File: config.mk
export PLATFORM = sky130hd
export DESIGN_NAME = shsa_ctrl
export DESIGN_NICKNAME = d
export VERILOG_FILES = /design/src/shsa_pkg.sv /design/src/shsa_ctrl.sv
export SDC_FILE = /design/constraint.sdc
export NUM_CORES = 1
export LEC_CHECK = 0
export BUFFER_PORTS_ARGS = -buffer_cell sky130_fd_sc_hd__buf_2
export CAP_MARGIN = 10
export CORE_AREA = 2 2 39 41
export CTS_CLUSTER_DIAMETER = 30
export DETAILED_ROUTE_END_ITERATION = 10
export DIE_AREA = 0 0 41 43
export HOLD_SLACK_MARGIN = 0.06
export MAX_ROUTING_LAYER = met4
export PLACE_DENSITY = 0.43
export SYNTH_ARGS = -nofsm -noshare
export SYNTH_HDL_FRONTEND = slang
export SYNTH_SLANG_ARGS = --single-unit
File: constraint.sdc
create_clock -name clock -period 1.4 [get_ports clock]
set_input_delay 0.21 -clock clock [delete_from_list [all_inputs] [get_ports clock]]
set_output_delay 0.21 -clock clock [all_outputs]
set_load 0.05 [all_outputs]
File: src/shsa_pkg.sv
`timescale 1ns / 1ps
// shared types, constants and arithmetic helpers of the Hessian scatter accumulator
package shsa_pkg;

   localparam int MAX_DEGREE = 4;
   localparam int MAX_KNOTS  = 16;

   localparam int DATA_W    = 64;
   localparam int DEG_W     = 3;
   localparam int KNOT_W    = 5;
   localparam int START_W   = 4;
   localparam int RC_W      = 7;
   localparam int REQ_W     = 3;
   localparam int CSR_W     = 5;
   localparam int CSR_IDX_W = 2;

   localparam int GSTRIDE    = 6 * MAX_KNOTS;
   localparam int HESS_DEPTH = GSTRIDE * GSTRIDE;
   localparam int HADDR_W    = $clog2(HESS_DEPTH);
   localparam int GADDR_W    = $clog2(GSTRIDE);
   localparam int MAX_N      = 6 * MAX_DEGREE;
   localparam int TRI_W      = $clog2(MAX_N + 1);
   localparam int MAX_FRAME  = (MAX_N + 1) * (MAX_N + 2) / 2;
   localparam int POS_W      = $clog2(MAX_FRAME + 1);
   localparam int KD_W       = $clog2(MAX_DEGREE + 1);
   localparam int KN_W       = $clog2(MAX_KNOTS + 1);
   localparam int G_W        = $clog2(GSTRIDE + 1);
   localparam int START_MAX  = (1 << START_W) - 1;
   localparam int GI_W       = $clog2(3 * (MAX_KNOTS + START_MAX + MAX_DEGREE));

   localparam logic [DEG_W-1:0]  DEGREE_RESET = 3'd1;
   localparam logic [KNOT_W-1:0] KNOTS_RESET  = 5'd16;

   localparam logic [DATA_W-1:0] DATA_MAX = {1'b0, {(DATA_W - 1){1'b1}}};
   localparam logic [DATA_W-1:0] DATA_MIN = {1'b1, {(DATA_W - 1){1'b0}}};

   typedef enum logic [REQ_W-1:0] {
      REQ_CLEAR     = 3'd0,
      REQ_ACCUM     = 3'd1,
      REQ_READ_HESS = 3'd2,
      REQ_READ_GRAD = 3'd3,
      REQ_READ_COST = 3'd4
   } req_code_type;

   typedef enum logic [CSR_IDX_W-1:0] {
      CSR_DEGREE    = 2'd0,
      CSR_KNOTS     = 2'd1,
      CSR_COST_ONLY = 2'd2
   } csr_reg_type;

   typedef enum logic [1:0] {
      ACT_NONE,
      ACT_CLEAR,
      ACT_READ,
      ACT_RMW
   } action_type;

   typedef enum logic [1:0] {
      RSRC_ZERO,
      RSRC_MEM,
      RSRC_COST
   } rsp_source_type;

   typedef enum logic [2:0] {
      ST_CLEAR,
      ST_IDLE,
      ST_DECODE,
      ST_RD_RSP,
      ST_RESP,
      ST_RD_A,
      ST_WR_A,
      ST_WR_B
   } ctrl_state_type;

   typedef struct packed {
      logic [REQ_W-1:0]         req_type;
      logic signed [DATA_W-1:0] word_value;
      logic [START_W-1:0]       start_knot;
      logic [RC_W-1:0]          read_row;
      logic [RC_W-1:0]          read_col;
   } req_item_type;

   typedef struct packed {
      logic signed [DATA_W-1:0] read_value;
      logic                     saturated;
      logic                     index_error;
   } rsp_item_type;

   typedef struct packed {
      logic load;
      logic decode;
      logic clear_init;
      logic clear_step;
      logic rd_b;
      logic write_a;
      logic write_b;
      logic respond;
   } ctrl_cmd_type;

   typedef struct packed {
      action_type act;
      logic       dual;
      logic       clear_done;
   } dp_status_type;

   typedef struct packed {
      logic [DATA_W-1:0] sum;
      logic              ovf;
   } sat_sum_type;

   function automatic logic [KD_W-1:0] eff_degree(input logic [DEG_W-1:0] deg);
      logic [KD_W-1:0] k;
      if (deg == '0) begin
         k = KD_W'(1);
      end else if (int'(deg) > MAX_DEGREE) begin
         k = KD_W'(MAX_DEGREE);
      end else begin
         k = KD_W'(deg);
      end
      return k;
   endfunction

   function automatic logic [KN_W-1:0] eff_knots(input logic [KNOT_W-1:0] knots);
      logic [KN_W-1:0] kn;
      if (knots == '0) begin
         kn = KN_W'(1);
      end else if (int'(knots) > MAX_KNOTS) begin
         kn = KN_W'(MAX_KNOTS);
      end else begin
         kn = KN_W'(knots);
      end
      return kn;
   endfunction

   // words in one frame: cost, n gradient words, n(n+1)/2 triangle words
   function automatic logic [POS_W-1:0] frame_len(input logic [TRI_W-1:0] n);
      return POS_W'(((int'(n) + 1) * (int'(n) + 2)) / 2);
   endfunction

   // local parameter index to global index; translation half then rotation half
   function automatic logic [GI_W-1:0] map_index(input logic [TRI_W-1:0]   j,
                                                 input logic [KD_W-1:0]    k,
                                                 input logic [KN_W-1:0]    kn,
                                                 input logic [START_W-1:0] start);
      int h;
      int v;
      h = 3 * int'(k);
      if (int'(j) < h) begin
         v = 3 * int'(start) + int'(j);
      end else begin
         v = 3 * (int'(kn) + int'(start)) + int'(j) - h;
      end
      return GI_W'(v);
   endfunction

   function automatic sat_sum_type sat_add(input logic [DATA_W-1:0] a,
                                           input logic [DATA_W-1:0] b);
      sat_sum_type r;
      logic [DATA_W-1:0] s;
      s     = a + b;
      r.ovf = (a[DATA_W-1] == b[DATA_W-1]) && (s[DATA_W-1] != a[DATA_W-1]);
      if (r.ovf) begin
         r.sum = a[DATA_W-1] ? DATA_MIN : DATA_MAX;
      end else begin
         r.sum = s;
      end
      return r;
   endfunction

endpackage

File: src/shsa_ctrl.sv
`timescale 1ns / 1ps
// controller state machine: sequences clearing, decode, read-modify-write and responses
module shsa_ctrl import shsa_pkg::*; (
   input  logic          clock,
   input  logic          reset,
   input  logic          start,
   output logic          busy,
   input  dp_status_type status,
   output ctrl_cmd_type  cmd
);

   ctrl_state_type state_ff;
   ctrl_state_type state_in;

   always_ff @(posedge clock) begin
      if (reset) begin
         state_ff <= ST_CLEAR;
      end else begin
         state_ff <= state_in;
      end
   end

   always_comb begin
      state_in = state_ff;
      cmd      = '0;
      case (state_ff)
         ST_CLEAR: begin
            cmd.clear_step = 1'b1;
            if (status.clear_done) begin
               state_in = ST_IDLE;
            end
         end
         ST_IDLE: begin
            if (start) begin
               cmd.load = 1'b1;
               state_in = ST_DECODE;
            end
         end
         ST_DECODE: begin
            cmd.decode = 1'b1;
            case (status.act)
               ACT_CLEAR: begin
                  cmd.clear_init = 1'b1;
                  state_in       = ST_CLEAR;
               end
               ACT_READ: begin
                  state_in = ST_RD_RSP;
               end
               ACT_RMW: begin
                  state_in = ST_RD_A;
               end
               default: begin
                  state_in = ST_IDLE;
               end
            endcase
         end
         ST_RD_RSP: begin
            state_in = ST_RESP;
         end
         ST_RESP: begin
            cmd.respond = 1'b1;
            state_in    = ST_IDLE;
         end
         ST_RD_A: begin
            state_in = ST_WR_A;
         end
         ST_WR_A: begin
            // mirror entry is read while the first one is written back
            cmd.write_a = 1'b1;
            cmd.rd_b    = 1'b1;
            state_in    = status.dual ? ST_WR_B : ST_IDLE;
         end
         ST_WR_B: begin
            cmd.write_b = 1'b1;
            state_in    = ST_IDLE;
         end
         default: begin
            state_in = ST_IDLE;
         end
      endcase
   end

   assign busy = (state_ff != ST_IDLE);

endmodule

==> flow_metrics.tcl <==
set metrics [dict create \
    synth_fp_nets 41 \
    wirelength_met1_microns 313 \
    cts_buffers 3 \
    p_int_mw 0.227 \
    grt_overflow 0 \
    critPathBufInv 1 \
    die_area_sq_mm 0.00176 \
    p_seq_share_pct 29.7 \
    critPathMaxFanout 12 \
    ant_nets 0 \
    power_density_mw_per_mm2 844 \
    relSlewSlack_pct 83.5 \
    syn_area_per_cell_sq_um 8.43 \
    drive_gt1_share_pct 60.0 \
    reg.largest.list "state_ff: 3 flops" \
    place_area_sq_um 357 \
    wl_met3_microns 35 \
    avgViaCountPerCell 4.23 \
    cts_tree "done" \
    cp.depth 3 \
    totalWireLength_microns 638 \
    required_ns 1.19 \
    startpoint "state_ff[0]" \
    grt_first_pass_wirelength_microns 986 \
    ys_warn_count 0 \
    seq_area_frac_synth_pct 21.0 \
    start_util_pct 20.7 \
    port_buffers 15 \
    dp_hpwl_microns 484 \
    finalSetupViolCount 0 \
    rsz0062_at_grt "false" \
    fin_area_sq_um 410 \
    die_h_microns 43 \
    multi_input_area_sq_um 191 \
    tightest_slew_ns 0.249 \
    skew_ns 0.00137 \
    combinationalPowerShare_pct 26.9 \
    largest_register "state_ff" \
    dr.pass1.iters 3 \
    syn_area_sq_um 287 \
    register_area_sq_um 71.3 \
    ys_seq_elements 3 \
    cts_buffer_depth 2 \
    vdd_drop_max_v 0.000521 \
    nFillCells 151 \
    grt_usage_pct 8.52 \
    grt_pass1_vias 237 \
    r2r_setup_slack_ns 0.33 \
    root_buffer "clkbuf_4" \
    cp.arrival_ns 1.13 \
    hold_viol_final 0 \
    async_reset_ff_share_pct 0 \
    hold_depth 2 \
    p_leak_nw 0.183 \
    yosysTopAreaCell "dfxtp_1" \
    hp-class "input pin to register" \
    crit_chain "nor3b_4 -> and2_4 -> buf_6" \
    status "complete, no violations" \
    drv_cap 0 \
    reg2reg_depth 4 \
    drt_iter0_drc 1 \
    fin_crit_sh_pct 96.0 \
    gp_congestion 0.698 \
    rows 14 \
    num_antenna_cells 0 \
    critical_path.max_stage_delay_ns 0.38 \
    yosys-top-cells-area "dfxtp_1 21%, buf_6 7.9%, nor3b_4 6.6%, a21oi_1 5.2%, buf_4 5.2%" \
    drc_errors 0 \
    yosysTopAreaCellShare_pct 21.0 \
    p_switching_mw 0.119 \
    io_pins 16 \
    largest_reg_flops 3 \
    cp_slowest_cell "dfxtp_4" \
    end_kind "output pin" \
    hold-worst-slack_ns 0.172 \
    power_frac_clock_pct 43.4 \
    period_minus_slack_ns 1.34 \
    top_layer_used "met3" \
    worstReg2RegStart "state_ff[1]" \
    fmax_ghz 0.744 \
    crit_path_end "cmd[5]" \
    coreArea_sq_mm 0.00138 \
    vias 279 \
    die_width_microns 41 \
    switching_share_pct 34.4 \
    final_nets 58 \
    ys_top_cells_by_count "3 x a21oi_1, 3 x dfxtp_1, 3 x nor2_1" \
    synth_cell_types 22 \
    wl_met2_microns 290 \
    finalMaxSlewViolations 0 \
    antenna_found_initial 0 \
    htree_levels 1 \
    cts_sinks 3 \
    critPathLaunchType "register" \
    grt_max_degree 13 \
    syn_to_final_growth_pct 43.2 \
    r2r_end "state_ff[1]" \
    wire_per_inst_microns 9.67 \
    path_delay_family "flip-flops" \
    path_clk_slew_ns 0.04 \
    synthCells 34 \
    clk_latency_ns 0.23 \
    critPathKind "register to output pin" \
    synth_edf_count 0 \
    dominantRegCellSynth "dfxtp_1" \
]
[power by group through the flow]
stage	logic, mW	registers [mW]	clock network (mW)
6_report	0.0932	0.103	0.150
5_1_grt	0.100	0.104	0.165
4_1_cts	0.0918	0.106	0.158
3_5_place_dp	0.0909	0.108	0
3_3_place_gp	0.0908	0.109	0
2_1_floorplan	0.0865	0.0953	0
[kinds of logic after synthesis]
| logic type | Yosys count | synth area share (%) |
|---|---|---|
| flops | 3 | 21.0 |
| buf+inv | 6 | 15.7 |
| simple gates | 17 | 44.1 |
| compound gates | 8 | 19.2 |
[how the worst min path moves through the flow]
stage	startpoint	end	slack, ns
after floorplan	reset	state_ff[1]	0.27
after global routing	reset	state_ff[2]	0.17
final	reset	state_ff[1]	0.17
after detailed placement	reset	state_ff[1]	0.42
after global placement	reset	state_ff[1]	0.42
after CTS	reset	state_ff[1]	0.17
[metrics by stage]
step,power (mW),setup TNS (ns),setup slack (ns),instances,utilization [%]
floorplan,0.182,-0.295,-0.125,34,-
global placement,0.200,0,0.114,61,25.8
detailed placement,0.199,0,0.130,61,25.8
CTS,0.355,0,0.0140,65,28.6
global route,0.370,0,0.00419,66,29.7
finish,0.346,0,0.0565,66,29.7
[what timing repair did]
action	in CTS	in global routing
pin swaps	0	1
setup endpoints to repair	7	5
endpoints found under the hold margin	0	0
buffers inserted	0	1
resized for setup	5	4
hold buffers	0	0
[cells in the final DEF, fill, tap and decap left out]
cell      netlist  final
nand2_1         2      2
nor3b_4         1      1
nor3_2          1      1
o21ai_0         1      1
a21boi_1        1      1
nor4b_2         1      1
nor2_1          3      2
dfxtp_4         0      3
o21a_1          2      2
nor2b_1         1      1
and3_1          1      1
buf_2           0     11
o211ai_2        1      1
buf_6           2      1
inv_1           2      2
clkbuf_2        0      1
nand2b_1        1      1
clkbuf_1        0      1
nand3b_1        2      2
nor2_2          0      1
nor3b_2         0      1
buf_4           2      1
and2_4          0      1
and3_2          1      1
nand4b_1        1      1
a21oi_1         3      3
clkbuf_4        0      5
[area by class of cell]
class | instances | share of cell area, %
Clock buffer | 4 | 6.40
Inverter | 2 | 1.83
Multi-Input combinational cell | 25 | 46.6
Sequential cell | 3 | 17.4
Tap cell | 16 | 4.88
Timing Repair Buffer | 16 | 22.9
[worst register-to-register path, stage by stage (launching register included)]
cell	delay, ns
dfxtp_4	0.37
clkbuf_2	0.15
nand4b_1	0.16
a21boi_1	0.17
a21oi_1	0.14
[metal layers]
metal | vias up | global-route usage (%)
met2 | 9 | 10.0
met5 | - | -
met4 | 0 | 4.00
met1 | 123 | 12.5
li1 | 147 | -
met3 | 0 | 3.14
(Power assumes the default switching activity.)
